--- config.mk ---
export PLATFORM = sky130hd
export DESIGN_NAME = battery_charge_estimator
export DESIGN_NICKNAME = d
export VERILOG_FILES = /design/src/rtl/bce_pkg.sv /design/src/rtl/bce_rank_lane.sv /design/src/rtl/bce_median.sv /design/src/rtl/bce_divider.sv /design/src/rtl/battery_charge_estimator.sv
export SDC_FILE = /design/constraint.sdc
export NUM_CORES = 2
export LEC_CHECK = 0
export ABC_AREA = 1
export BUFFER_PORTS_ARGS = -buffer_cell sky130_fd_sc_hd__buf_4
export CORE_ASPECT_RATIO = 1.1
export CORE_UTILIZATION = 46
export CTS_CLUSTER_DIAMETER = 30
export DETAILED_ROUTE_END_ITERATION = 7
export RECOVER_POWER = 100
export SLEW_MARGIN = 20
export SYNTH_ARGS = -nofsm -noshare
export SYNTH_HDL_FRONTEND = slang
export SYNTH_SLANG_ARGS = --single-unit
export TNS_END_PERCENT = 10
--- constraint.sdc ---
create_clock -name clock -period 8.6 [get_ports clock]
set_clock_uncertainty 0.2 [all_clocks]
set_input_delay 1.72 -clock clock [delete_from_list [all_inputs] [get_ports clock]]
set_output_delay 1.72 -clock clock [all_outputs]
set_load 0.02 [all_outputs]
--- src/rtl/bce_pkg.sv ---
// Shared types, constants and the charge curve of the battery charge estimator.
package bce_pkg;

   localparam int SampleCount = 5;
   localparam int SampleWidth = 11;
   localparam int RefWidth    = 13;
   localparam int FsWidth     = 12;
   localparam int GainWidth   = 4;
   localparam int PctWidth    = 7;
   localparam int MvWidth     = 16;
   localparam int CsrAddrWidth = 2;
   localparam int CsrDataWidth = 13;
   localparam int CurvePoints = 10;
   localparam int QuotWidth   = 24;

   localparam logic [CsrAddrWidth-1:0] CsrRefMv    = 2'd0;
   localparam logic [CsrAddrWidth-1:0] CsrFullScale = 2'd1;
   localparam logic [CsrAddrWidth-1:0] CsrGain     = 2'd2;

   typedef enum logic [2:0] {
      ST_IDLE,
      ST_SCALE,
      ST_DIV,
      ST_MV,
      ST_INTERP,
      ST_IDIV,
      ST_OUT
   } state_type;

   function automatic logic [MvWidth-1:0] curve_mv(input logic [3:0] idx);
      logic [MvWidth-1:0] v;
      case (idx)
         4'd0: v = 16'd3300;
         4'd1: v = 16'd3500;
         4'd2: v = 16'd3600;
         4'd3: v = 16'd3700;
         4'd4: v = 16'd3750;
         4'd5: v = 16'd3800;
         4'd6: v = 16'd3900;
         4'd7: v = 16'd4000;
         4'd8: v = 16'd4100;
         default: v = 16'd4200;
      endcase
      return v;
   endfunction

   function automatic logic [PctWidth-1:0] curve_pct(input logic [3:0] idx);
      logic [PctWidth-1:0] v;
      case (idx)
         4'd0: v = 7'd0;
         4'd1: v = 7'd5;
         4'd2: v = 7'd10;
         4'd3: v = 7'd20;
         4'd4: v = 7'd35;
         4'd5: v = 7'd50;
         4'd6: v = 7'd70;
         4'd7: v = 7'd85;
         4'd8: v = 7'd95;
         default: v = 7'd100;
      endcase
      return v;
   endfunction

endpackage

--- src/rtl/bce_rank_lane.sv ---
// One lane: counts how many samples rank below its own sample.
module bce_rank_lane #(
   parameter int SAMPLE_COUNT = bce_pkg::SampleCount,
   parameter int LANE = 0
) (
   input  logic [SAMPLE_COUNT-1:0][bce_pkg::SampleWidth-1:0] samples,
   output logic [$clog2(SAMPLE_COUNT+1)-1:0]                 rank
);
   localparam int RankWidth = $clog2(SAMPLE_COUNT + 1);

   // Ties are broken by position so every lane gets a distinct rank.
   always_comb begin
      rank = '0;
      for (int j = 0; j < SAMPLE_COUNT; j++) begin
         if (j != LANE) begin
            if ((samples[j] < samples[LANE]) ||
                ((samples[j] == samples[LANE]) && (j < LANE))) begin
               rank = rank + RankWidth'(1);
            end
         end
      end
   end
endmodule

--- src/rtl/bce_median.sv ---
// Parallel rank lanes and the merge that picks the median sample.
module bce_median #(
   parameter int SAMPLE_COUNT = bce_pkg::SampleCount
) (
   input  logic                                              clock,
   input  logic [SAMPLE_COUNT-1:0][bce_pkg::SampleWidth-1:0] samples,
   output logic [bce_pkg::SampleWidth-1:0]                   median
);
   localparam int RankWidth = $clog2(SAMPLE_COUNT + 1);
   localparam int MidRank   = SAMPLE_COUNT / 2;

   logic [SAMPLE_COUNT-1:0][RankWidth-1:0] rank;
   logic [SAMPLE_COUNT-1:0][RankWidth-1:0] rank_ff;
   logic [SAMPLE_COUNT-1:0][bce_pkg::SampleWidth-1:0] samp_ff;
   logic [bce_pkg::SampleWidth-1:0] median_in;

   for (genvar g = 0; g < SAMPLE_COUNT; g++) begin : g_lane
      bce_rank_lane #(.SAMPLE_COUNT(SAMPLE_COUNT), .LANE(g)) u_lane (
         .samples(samples),
         .rank   (rank[g])
      );
   end

   always_ff @(posedge clock) begin
      rank_ff <= rank;
      samp_ff <= samples;
   end

   always_comb begin
      median_in = '0;
      for (int i = 0; i < SAMPLE_COUNT; i++) begin
         if (rank_ff[i] == RankWidth'(MidRank)) begin
            median_in = median_in | samp_ff[i];
         end
      end
   end

   assign median = median_in;
endmodule

--- src/rtl/bce_divider.sv ---
// Restoring divider, one quotient bit per cycle.
module bce_divider (
   input  logic                           clock,
   input  logic                           reset,
   input  logic                           start,
   input  logic [bce_pkg::QuotWidth-1:0]  dividend,
   input  logic [bce_pkg::MvWidth-1:0]    divisor,
   output logic                           done,
   output logic [bce_pkg::QuotWidth-1:0]  quotient
);
   localparam int W = bce_pkg::QuotWidth;
   localparam int CntWidth = $clog2(W + 1);

   logic [W-1:0]            quot_ff, quot_in;
   logic [bce_pkg::MvWidth:0] rem_ff, rem_in;
   logic [CntWidth-1:0]     cnt_ff, cnt_in;
   logic                    busy_ff, busy_in;
   logic                    done_ff, done_in;
   logic [bce_pkg::MvWidth:0] trial;

   always_comb begin
      quot_in = quot_ff;
      rem_in  = rem_ff;
      cnt_in  = cnt_ff;
      busy_in = busy_ff;
      done_in = 1'b0;
      trial   = {rem_ff[bce_pkg::MvWidth-1:0], quot_ff[W-1]};
      if (start) begin
         quot_in = dividend;
         rem_in  = '0;
         cnt_in  = CntWidth'(W);
         busy_in = 1'b1;
      end else if (busy_ff) begin
         if (trial >= {1'b0, divisor}) begin
            rem_in  = trial - {1'b0, divisor};
            quot_in = {quot_ff[W-2:0], 1'b1};
         end else begin
            rem_in  = trial;
            quot_in = {quot_ff[W-2:0], 1'b0};
         end
         cnt_in = cnt_ff - CntWidth'(1);
         if (cnt_ff == CntWidth'(1)) begin
            busy_in = 1'b0;
            done_in = 1'b1;
         end
      end
   end

   always_ff @(posedge clock) begin
      if (reset) begin
         busy_ff <= 1'b0;
         done_ff <= 1'b0;
         cnt_ff  <= '0;
      end else begin
         busy_ff <= busy_in;
         done_ff <= done_in;
         cnt_ff  <= cnt_in;
      end
      quot_ff <= quot_in;
      rem_ff  <= rem_in;
   end

   assign done     = done_ff;
   assign quotient = quot_ff;
endmodule

--- src/rtl/battery_charge_estimator.sv ---
// Top level of the battery charge estimator.
//
//  Channel | Ports                          | Direction
//  req     | req_valid/req_stall, samples   | in
//  rsp     | rsp_valid/rsp_stall, percent   | out
//  csr     | csr_write, csr_index, csr_data | in
//
// A valid reading passes the scaling product, the scaling divider and a walk of up to
// ten curve points at one a cycle, and inside the curve the interpolation quotient,
// before its result is loaded. A zero gain or full scale skips the divider.
// A failed read goes straight to the output. One item is in work at a time, and the
// next beat is taken on the cycle after the result is loaded.
// Reset is synchronous, clears the state and loads the configuration registers with defaults.
// While a result beat is stalled the next item is still taken into work.
module battery_charge_estimator (
   input  logic                                clock,
   input  logic                                reset,
   input  logic                                req_valid,
   output logic                                req_stall,
   input  logic [bce_pkg::SampleWidth-1:0]     req_sample_0,
   input  logic [bce_pkg::SampleWidth-1:0]     req_sample_1,
   input  logic [bce_pkg::SampleWidth-1:0]     req_sample_2,
   input  logic [bce_pkg::SampleWidth-1:0]     req_sample_3,
   input  logic [bce_pkg::SampleWidth-1:0]     req_sample_4,
   input  logic                                req_read_failed,
   output logic                                rsp_valid,
   input  logic                                rsp_stall,
   output logic [bce_pkg::PctWidth-1:0]        rsp_charge_percent,
   input  logic                                csr_write,
   input  logic [bce_pkg::CsrAddrWidth-1:0]    csr_index,
   input  logic [bce_pkg::CsrDataWidth-1:0]    csr_data
);
   localparam int PW = bce_pkg::PctWidth;
   localparam int MW = bce_pkg::MvWidth;
   localparam int QW = bce_pkg::QuotWidth;

   logic [bce_pkg::RefWidth-1:0]  ref_ff;
   logic [bce_pkg::FsWidth-1:0]   fs_ff;
   logic [bce_pkg::GainWidth-1:0] gain_ff;

   logic [PW-1:0] smooth_ff, smooth_in;
   logic          have_ff, have_in;
   bce_pkg::state_type state_ff, state_in;

   logic [bce_pkg::SampleCount-1:0][bce_pkg::SampleWidth-1:0] req_samples;
   logic [bce_pkg::SampleWidth-1:0] median;
   logic [QW-1:0] prod_ff, prod_in;
   logic [MW-1:0] mv_ff, mv_in;
   logic [3:0]    seg_ff, seg_in;
   logic [PW-1:0] base_ff, base_in;

   logic          div_start;
   logic [QW-1:0] div_dividend;
   logic [MW-1:0] div_divisor;
   logic          div_done;
   logic [QW-1:0] div_quot;

   logic          rsp_valid_ff, rsp_valid_in;
   logic [PW-1:0] rsp_pct_ff, rsp_pct_in;
   logic          req_take;
   logic          out_free;
   logic [PW+1:0] mix;
   logic [PW-1:0] pct;
   logic [QW+3:0] mv_full;
   logic [MW-1:0] off;
   logic [MW-1:0] span;
   logic [11:0]   numer;
   logic [21:0]   recip;

   assign req_samples = {req_sample_4, req_sample_3, req_sample_2, req_sample_1, req_sample_0};

   // The lanes register their ranks at the accepting edge, so the median is
   // ready in the cycle after the beat.
   bce_median #(.SAMPLE_COUNT(bce_pkg::SampleCount)) u_median (
      .clock  (clock),
      .samples(req_samples),
      .median (median)
   );

   bce_divider u_div (
      .clock   (clock),
      .reset   (reset),
      .start   (div_start),
      .dividend(div_dividend),
      .divisor (div_divisor),
      .done    (div_done),
      .quotient(div_quot)
   );

   always_ff @(posedge clock) begin
      if (reset) begin
         ref_ff  <= bce_pkg::RefWidth'(3300);
         fs_ff   <= bce_pkg::FsWidth'(2047);
         gain_ff <= bce_pkg::GainWidth'(2);
      end else if (csr_write) begin
         unique case (csr_index)
            bce_pkg::CsrRefMv:     ref_ff  <= csr_data;
            bce_pkg::CsrFullScale: fs_ff   <= csr_data[bce_pkg::FsWidth-1:0];
            bce_pkg::CsrGain:      gain_ff <= csr_data[bce_pkg::GainWidth-1:0];
            default: ;
         endcase
      end
   end

   assign out_free  = !rsp_valid_ff || !rsp_stall;
   assign req_stall = (state_ff != bce_pkg::ST_IDLE);
   assign req_take  = req_valid && !req_stall;

   always_comb begin
      state_in     = state_ff;
      smooth_in    = smooth_ff;
      have_in      = have_ff;
      prod_in      = prod_ff;
      mv_in        = mv_ff;
      seg_in       = seg_ff;
      base_in      = base_ff;
      rsp_valid_in = rsp_valid_ff && rsp_stall;
      rsp_pct_in   = rsp_pct_ff;
      div_start    = 1'b0;
      div_dividend = prod_ff;
      div_divisor  = {4'd0, fs_ff};
      mv_full      = (QW + 4)'(div_quot) * (QW + 4)'(gain_ff);
      off          = mv_ff - bce_pkg::curve_mv(seg_ff - 4'd1);
      span         = '0;
      numer        = '0;
      recip        = '0;
      pct          = '0;
      mix          = '0;
      unique case (state_ff)
         bce_pkg::ST_IDLE: begin
            if (req_take) begin
               if (req_read_failed) begin
                  smooth_in = have_ff ? smooth_ff : '0;
                  state_in  = bce_pkg::ST_OUT;
               end else begin
                  state_in = bce_pkg::ST_SCALE;
               end
            end
         end
         bce_pkg::ST_SCALE: begin
            prod_in  = QW'(median) * QW'(ref_ff);
            state_in = bce_pkg::ST_DIV;
         end
         bce_pkg::ST_DIV: begin
            if (gain_ff == '0) begin
               mv_in    = '0;
               seg_in   = 4'd0;
               state_in = bce_pkg::ST_INTERP;
            end else if (fs_ff == '0) begin
               mv_in    = '1;
               seg_in   = 4'd0;
               state_in = bce_pkg::ST_INTERP;
            end else begin
               div_start = 1'b1;
               state_in  = bce_pkg::ST_MV;
            end
         end
         bce_pkg::ST_MV: begin
            if (div_done) begin
               mv_in    = (mv_full > (QW + 4)'(16'hFFFF)) ? '1 : mv_full[MW-1:0];
               seg_in   = 4'd0;
               state_in = bce_pkg::ST_INTERP;
            end
         end
         bce_pkg::ST_INTERP: begin
            // Walk the curve one point a cycle to find the segment.
            if (seg_ff == 4'd0 && mv_ff <= bce_pkg::curve_mv(4'd0)) begin
               pct      = bce_pkg::curve_pct(4'd0);
               state_in = bce_pkg::ST_OUT;
            end else if (seg_ff == 4'd0) begin
               seg_in = 4'd1;
            end else if (mv_ff <= bce_pkg::curve_mv(seg_ff)) begin
               base_in = bce_pkg::curve_pct(seg_ff - 4'd1);
               span    = bce_pkg::curve_mv(seg_ff) - bce_pkg::curve_mv(seg_ff - 4'd1);
               numer   = 12'(off) * 12'(bce_pkg::curve_pct(seg_ff)
                         - bce_pkg::curve_pct(seg_ff - 4'd1)) + 12'(span >> 1);
               // Every span is 50, 100 or 200, so a shift leaves a division by 25.
               case (span)
                  16'd200: prod_in = QW'(numer >> 3);
                  16'd100: prod_in = QW'(numer >> 2);
                  default: prod_in = QW'(numer >> 1);
               endcase
               state_in = bce_pkg::ST_IDIV;
            end else if (seg_ff == 4'(bce_pkg::CurvePoints - 1)) begin
               pct      = bce_pkg::curve_pct(seg_ff);
               state_in = bce_pkg::ST_OUT;
            end else begin
               seg_in = seg_ff + 4'd1;
            end
            if (state_in == bce_pkg::ST_OUT) begin
               mix       = ({2'b0, smooth_ff} << 1) + {2'b0, smooth_ff} + {2'b0, pct};
               smooth_in = have_ff ? mix[PW+1:2] : pct;
               have_in   = 1'b1;
            end
         end
         bce_pkg::ST_IDIV: begin
            // Multiplying by 1311/32768 divides by 25 exactly over this range.
            recip     = 22'(prod_ff[10:0]) * 22'(11'd1311);
            pct       = base_ff + recip[21:15];
            mix       = ({2'b0, smooth_ff} << 1) + {2'b0, smooth_ff} + {2'b0, pct};
            smooth_in = have_ff ? mix[PW+1:2] : pct;
            have_in   = 1'b1;
            state_in  = bce_pkg::ST_OUT;
         end
         bce_pkg::ST_OUT: begin
            if (out_free) begin
               rsp_valid_in = 1'b1;
               rsp_pct_in   = smooth_ff;
               state_in     = bce_pkg::ST_IDLE;
            end
         end
         default: state_in = bce_pkg::ST_IDLE;
      endcase
   end

   // A failed read leaves the smoother as it is; it is still zero before the first reading.
   always_ff @(posedge clock) begin
      if (reset) begin
         state_ff     <= bce_pkg::ST_IDLE;
         smooth_ff    <= '0;
         have_ff      <= 1'b0;
         rsp_valid_ff <= 1'b0;
      end else begin
         state_ff     <= state_in;
         smooth_ff    <= smooth_in;
         have_ff      <= have_in;
         rsp_valid_ff <= rsp_valid_in;
      end
      prod_ff    <= prod_in;
      mv_ff      <= mv_in;
      seg_ff     <= seg_in;
      base_ff    <= base_in;
      rsp_pct_ff <= rsp_pct_in;
   end

   assign rsp_valid          = rsp_valid_ff;
   assign rsp_charge_percent = rsp_pct_ff;

   a_pct_range: assert property (@(posedge clock) disable iff (reset)
      rsp_valid |-> rsp_charge_percent <= PW'(100))
      else $error("charge percent above 100");

   a_have_sticky: assert property (@(posedge clock) disable iff (reset)
      $past(have_ff) |-> have_ff)
      else $error("reading flag cleared");

   a_no_take_busy: assert property (@(posedge clock) disable iff (reset)
      (state_ff != bce_pkg::ST_IDLE) |-> req_stall)
      else $error("item taken while busy");

endmodule

== After elaboration in Yosys (flattened, before gate mapping) ==
Memory sizes are Yosys's and may differ from the RTL's. A register that Yosys moved wholly into a read port is not among the register bits.
Cells that the tools add are included.

* Equality and inequality tests: 40
* $mul: 4
* Magnitude comparators: 24
* Muxes and demuxes: 107
* Reductions and logical operators: 42
* Bitwise gates (word level): 7
* Add/subtract/negate cells: 27

{| class="wikitable"
|+ Operators with widths
! kind !! number
|-
| $mux 16 || 16
|-
| $lt 11x11->1 || 20
|-
| $mux 7 || 19
|-
| $mux 24 || 5
|-
| $eq 11x11->1 || 10
|-
| $mux 3 || 25
|-
| $mux 11 || 5
|-
| $pmux 24 s2 || 1
|-
| $mux 4 || 11
|-
| $or 11x11->11 || 4
|-
| $pmux 16 s2 || 1
|-
| $add 3x1->3 const B || 10
|-
| $gt 28x16->1 const B || 1
|-
| $mul 24x4->28 || 1
|-
| $mul 11x13->24 || 1
|-
| $mul 11x11->22 const B || 1
|-
| $pmux 11 s2 || 1
|-
| $eq 3x2->1 const B || 7
|-
| $pmux 3 s7 || 1
|-
| $pmux 7 s3 || 1
|-
| $add 9x7->9 || 2
|-
| $ge 17x12->1 || 1
|-
| $eq 16x7->1 const B || 1
|-
| $eq 16x8->1 const B || 1
|-
| other kinds (46) || 105
|}

* Memories: 8
* Bits in registers: 209
* Logic and storage cells: 286
* ROM bits: 1216
* Input bits: 76
* Output and inout port bits: 9

{| class="wikitable"
|+ Memory list
! memory !! words !! width !! rd ports !! clocked after memory_dff !! write ports !! RTL line !! source
|-
| (name not given) || 16 || 12 || 1 || 0 || 0 || bce_pkg.sv:32 || <nowiki>case (idx)</nowiki>
|-
| (name not given) || 16 || 12 || 1 || 1 || 0 || bce_pkg.sv:32 ||
|-
| (name not given) || 16 || 12 || 1 || 1 || 0 || bce_pkg.sv:32 ||
|-
| (name not given) || 16 || 12 || 1 || 0 || 0 || bce_pkg.sv:32 ||
|-
| (name not given) || 16 || 7 || 1 || 1 || 0 || bce_pkg.sv:49 || <nowiki>case (idx)</nowiki>
|-
| (name not given) || 16 || 7 || 1 || 1 || 0 || bce_pkg.sv:49 ||
|-
| 2 more memories || - || - || - || - || - || - ||
|}

== Longest topological paths before layout ==
* Depth after elaboration: 17
* Gate-level depth with buffers: 43
* Gate-level depth less buffers: 43

== Cells and area by module ==
From an unflattened synthesis, not the netlist that was laid out.

* Cells, all modules: 4408
* Area total of the unflattened synthesis: 32132.1 um^2

{| class="wikitable"
|+ Modules (own cells, without submodules)
! module !! times used !! cells an instance !! area an instance (um^2)
|-
| battery_charge_estimator || 1 || 2832 || 20808.7
|-
| bce_divider || 1 || 464 || 3299.4
|-
| bce_median || 1 || 212 || 2133.3
|-
| bce_rank_lane at u_median.g_lane[4].u_lane || 1 || 190 || 1238.7
|-
| bce_rank_lane at u_median.g_lane[3].u_lane || 1 || 181 || 1207.4
|-
| bce_rank_lane at u_median.g_lane[2].u_lane || 1 || 185 || 1194.9
|-
| bce_rank_lane at u_median.g_lane[1].u_lane || 1 || 177 || 1148.6
|-
| bce_rank_lane at u_median.g_lane[0].u_lane || 1 || 167 || 1101.1
|}

== Worst setup path after synthesis ==
No wires, ideal clock.

* Kind: flip-flop to flip-flop
* Start: reg seg_ff[0]
* End: reg prod_ff[8] (netlist: div_dividend[8]) (data pin)
* Period minus slack after synthesis: 7.338 ns
* Library setup time: 0.146 ns
* Cell stages (with the launch flop): 37
* Path buffers: 1
* Required time: 8.254 ns
* Setup slack: 1.262 ns
* Arrival: 6.992 ns
* Path through: edfxtp_1 -> inv_1 -> ha_1 -> nand2_1 -> inv_1 -> nor2_1 -> inv_1 -> clkbuf_1 -> nand2_1 -> o21ai_0 -> a21oi_1 -> inv_1 -> ha_1 -> nand3_1 -> nand3_1 -> xor2_1 -> nor2_1 -> fa_1 -> inv_1 -> fa_1 -> inv_1 -> fa_1 -> fa_1 -> inv_1 -> fa_1 -> inv_1 -> ha_1 -> a21oi_1 -> o21ai_0 -> nand2_1 -> nand2_1 -> a21oi_1 -> xor2_1 -> nand4_1 -> nand2_1 -> nor2_1 -> a21oi_1

* Word-level cells in the longest chain between the ends: 14
* Elaborated cells on any way between the ends: 24
* Those cells by class: add/sub (5); mul (1); eq/ne (2); mux (13); memory (3)

{| class="wikitable"
|+ RTL lines
! element !! RTL line !! source
|-
| start: declaration || battery_charge_estimator.sv:49 || <nowiki>logic [3:0] seg_ff, seg_in;</nowiki>
|-
| start signal: assignment || battery_charge_estimator.sv:231 || <nowiki>seg_ff <= seg_in;</nowiki>
|-
| $sub 4x1->4 * || battery_charge_estimator.sv:123, battery_charge_estimator.sv:174, battery_charge_estimator.sv:176 ||
|-
| $mem_v2 16x7 || - ||
|-
| $mux 7 || battery_charge_estimator.sv:172 || <nowiki>end else if (mv_ff <= bce_pkg::curve_mv(seg_ff)) begin</nowiki>
|-
| $mux 7 || battery_charge_estimator.sv:170 || <nowiki>end else if (seg_ff == 4'd0) begin</nowiki>
|-
| $mux 7 || battery_charge_estimator.sv:167 || <nowiki>if (seg_ff == 4'd0 && mv_ff <= bce_pkg::curve_mv(4'd0)) begin</nowiki>
|-
| $mux 7 || battery_charge_estimator.sv:129 || <nowiki>unique case (state_ff)</nowiki>
|-
| $sub 7x7->8 || battery_charge_estimator.sv:176 || <nowiki>- bce_pkg::curve_pct(seg_ff - 4'd1)) + 12'(span >> 1);</nowiki>
|-
| $mul 12x8->12 || battery_charge_estimator.sv:175 || <nowiki>numer = 12'(off) * 12'(bce_pkg::curve_pct(seg_ff)</nowiki>
|-
| $add 12x12->12 || battery_charge_estimator.sv:176 ||
|-
| $pmux 11 s2 * || battery_charge_estimator.sv:178 || <nowiki>case (span)</nowiki>
|-
| $mux 24 * || battery_charge_estimator.sv:172 ||
|-
| $mux 24 * || battery_charge_estimator.sv:170 ||
|-
| $mux 24 * || battery_charge_estimator.sv:167 ||
|-
| $pmux 24 s2 * || battery_charge_estimator.sv:129 ||
|-
| net prod_in[8] || battery_charge_estimator.sv:47 || <nowiki>logic [QW-1:0] prod_ff, prod_in;</nowiki>
|-
| end signal: assignment || battery_charge_estimator.sv:229 || <nowiki>prod_ff <= prod_in;</nowiki>
|-
| end: declaration || battery_charge_estimator.sv:47 ||
|}

Mark *: on every way through the listed nets, which the timed path passes. The rest lies on a longest branch. The select of a mux whose other input is x is not followed.
A chain may end at the register's enable or synchronous reset.

== Final worst setup path ==
* Start: reg seg_ff[1]
* End: reg prod_ff[8] (netlist: div_dividend[8]) (data pin)

The elaborated chain is that of the path after synthesis.

==> results.sh <==
export IMPL_status="complete, but fails checks"
export IMPL_violations="capacitance limit, slew limit"
export IMPL_placedCellCount=4551
export IMPL_core_um2=60200
export IMPL_via_per_inst=5.11
export IMPL_cts_hold_buffers_added=0
export IMPL_grt_max_degree=50
export IMPL_grt_ovfl_total=0
export IMPL_io_buffers=84
export IMPL_max_stage_delay_ns=0.56
export IMPL_hp_start="u_div.cnt_ff[1]"
export IMPL_layout_commonest_cell="nand2_1"
export IMPL_antenna_found_initial=0
export IMPL_cts_root_buffer="clkbuf_16"
export IMPL_worstHoldPathType="flop to flop"
export IMPL_placed_area_um2=29700
export IMPL_fin_nets=4524
export IMPL_synth_edf_count=82
export IMPL_clk_pin_slew_ns=0.05
export IMPL_worst_path_max_fanout=13
export IMPL_gp_congestion=0.939
export IMPL_rows=94
export IMPL_synth_seq_cells=234
export IMPL_cts_setup_buffers=0
export IMPL_syn_area_um2=28200
export IMPL_synthFlopType="dfxtp_1"
export IMPL_drive_gt1_share_pct=5.22
export IMPL_start_util_pct=46.8
export IMPL_fin_area_um2=31600
export IMPL_synth_area_leaders="ha_1, fa_1, nand2_1, dfxtp_1, inv_1"
export IMPL_avgSynthCellArea_um2=7.62
export IMPL_drtAntennaViolNets=0
export IMPL_path_common_cell="inv_1"
export IMPL_die_w_um=238
export IMPL_cts_resized_gates=0
export IMPL_hold_viol_final=0
export IMPL_numCtsBuffers=60
export IMPL_setup_viol=0
export IMPL_hpwl_um=62700
export IMPL_wl_per_cell_um=16.2
export IMPL_synth_top_cell_area_share_pct=18.6
export IMPL_cts_sinks=234
export IMPL_clockBufferDepth=3
export IMPL_grt_pass1_wl_um=122000
export IMPL_final_min_clock_period_ns=7.89
export IMPL_yosys_area_top_type="ha_1"
export IMPL_drv_cap=5
export IMPL_crit_required_ns=8.82
export IMPL_max_freq_mhz=127
export IMPL_grt_usage_pct=24.8
export IMPL_cts_tree="done"
export IMPL_timing_final_crit_share_pct=91.8
export IMPL_synth_cell_types=61
export IMPL_async_reset_ff_share_pct=0
export IMPL_final_setup_worst_slack_ns=0.705
export IMPL_drtIter0Drc=1305
export IMPL_drt_wl_total_um=75700
export IMPL_die_y_um=262
export IMPL_slew_viol_final=133
export IMPL_yosys_warnings=0
export IMPL_syn2layout_area_growth_pct=12.1
export IMPL_worst_pin_slew_ns=2.06
export IMPL_cp_arrival_ns=8.11
export IMPL_final_cell_mix="nand2_1, inv_1, ha_1, nor2_1, a21oi_1"
export IMPL_setup_tns_final_ns=0
export IMPL_fin_cells=4665
export IMPL_clk_latency_ns=0.63
export IMPL_crit_path_end_kind="flop"
export IMPL_crit_start="seg_ff[1]"
export IMPL_critPathSlowestCell="fa_1"
export IMPL_rsz0062_at_grt="false"
export IMPL_path_class="flop to flop"
export IMPL_dieArea_um2=62300
export IMPL_post_place_ws_ns=0.629
export IMPL_maxSlewHeadroom_pct=-37.5
export IMPL_syn_num_nets=4424
export IMPL_r2r_start="seg_ff[1]"
export IMPL_synth_yosys_seq_area_share_pct=19.5
export IMPL_io_pins=85
export IMPL_antenna_cells=0
export IMPL_syn_inst=3697
export IMPL_drt_first_pass_iters=7
export IMPL_drc=0
export IMPL_critPathLaunchType="flop"
export IMPL_grt_pass1_vias=23300
export IMPL_vias=23900
export IMPL_htree_levels=2
-- stage by stage --
step | utilization, % | hold slack, ns
5_1_grt | 52.5 | 0.300
2_1_floorplan | - | 0.251
3_5_place_dp | 49.3 | 0.275
4_1_cts | 52.9 | 0.283
3_3_place_gp | 49.3 | 0.273
6_report | 52.5 | 0.282
-- synthesized netlist by cell type, types with 9 or more instances --
cell type  instances
nor4_1            12
nand3b_1          10
nor3_1            33
edfxtp_1          82
a22o_1             9
o21ai_1           10
a21oi_1          252
nand2_1          814
o21a_1            15
nand4_1           45
buf_1             10
a31oi_1           16
o211ai_1          34
nand3_1          154
xnor2_1           37
ha_1             419
clkbuf_1          43
o21ai_0          137
fa_1             232
nand3_2           15
inv_1            711
dfxtp_1          152
nor2_1           273
xor2_1            57
-- worst max-delay path: cells and delay by family (launching register included) --
kind	cells	cell delay, ns
AND/OR/NAND/NOR	11	1.15
buffers and inverters	8	0.76
flip-flops	1	0.50
XOR/XNOR	2	0.61
adder cells (fa/ha/maj)	8	3.50
AO/OA/AOI/OAI	6	1.03
-- flip-flops by register name, indices dropped and copies added (netlist names), named ones only --
| name | count |
|---|---|
| u_median.samp_ff | 55 |
| div_dividend | 24 |
| u_div.quotient | 24 |
| mv_ff | 16 |
| u_div.rem_ff | 16 |
| u_median.rank_ff | 15 |
| ref_ff | 13 |
| fs_ff | 12 |
| base_ff | 7 |
| rsp_charge_percent | 7 |
| smooth_ff | 7 |
| u_div.cnt_ff | 5 |
| gain_ff | 4 |
| seg_ff | 4 |
| state_ff | 3 |
| have_ff | 1 |
| rsp_valid | 1 |
| u_div.busy_ff | 1 |
| u_div.done | 1 |
-- logic make-up (layout without fill, tap and decap cells) --
family	count (synthesis)	after routing	share of synthesized area, %
simple gates	1390	1390	20.8
fa+ha+maj	651	651	35.1
xor+xnor	96	96	3.04
mux	3	3	0.120
compound gates	536	536	10.8
flops	234	234	19.5
buf+inv	787	939	10.6
-- per-layer routing --
metal  track usage, %  vias up  share of wire, %
li1                 -    12100                 -
met1             32.5    11000                45
met2             41.8      553                47
met3             3.56      146               4.7
met4             8.74        0               3.3
met5                0        -                 0
-- area by class of cell --
type                            count  area (µm²)
Inverter                          725        2720
Tap cell                          816        1020
Multi-Input combinational cell   2676       19700
Fill cell                        5997       28600
Clock buffer                       71        1600
Clock inverter                     43         542
Sequential cell                   234        5510
Timing Repair Buffer              100         514
-- worst paths after layout --
path,cells past startpoint,slack [ns],end
max,35,0.71,div_dividend[8]
min,2,0.28,u_div.cnt_ff[1]
max reg2reg,35,0.71,div_dividend[8]
min reg2reg,2,0.28,u_div.cnt_ff[1]
Power is not shown: default switching activity piles up to over one toggle a cycle in this logic, so the estimate is an artifact.
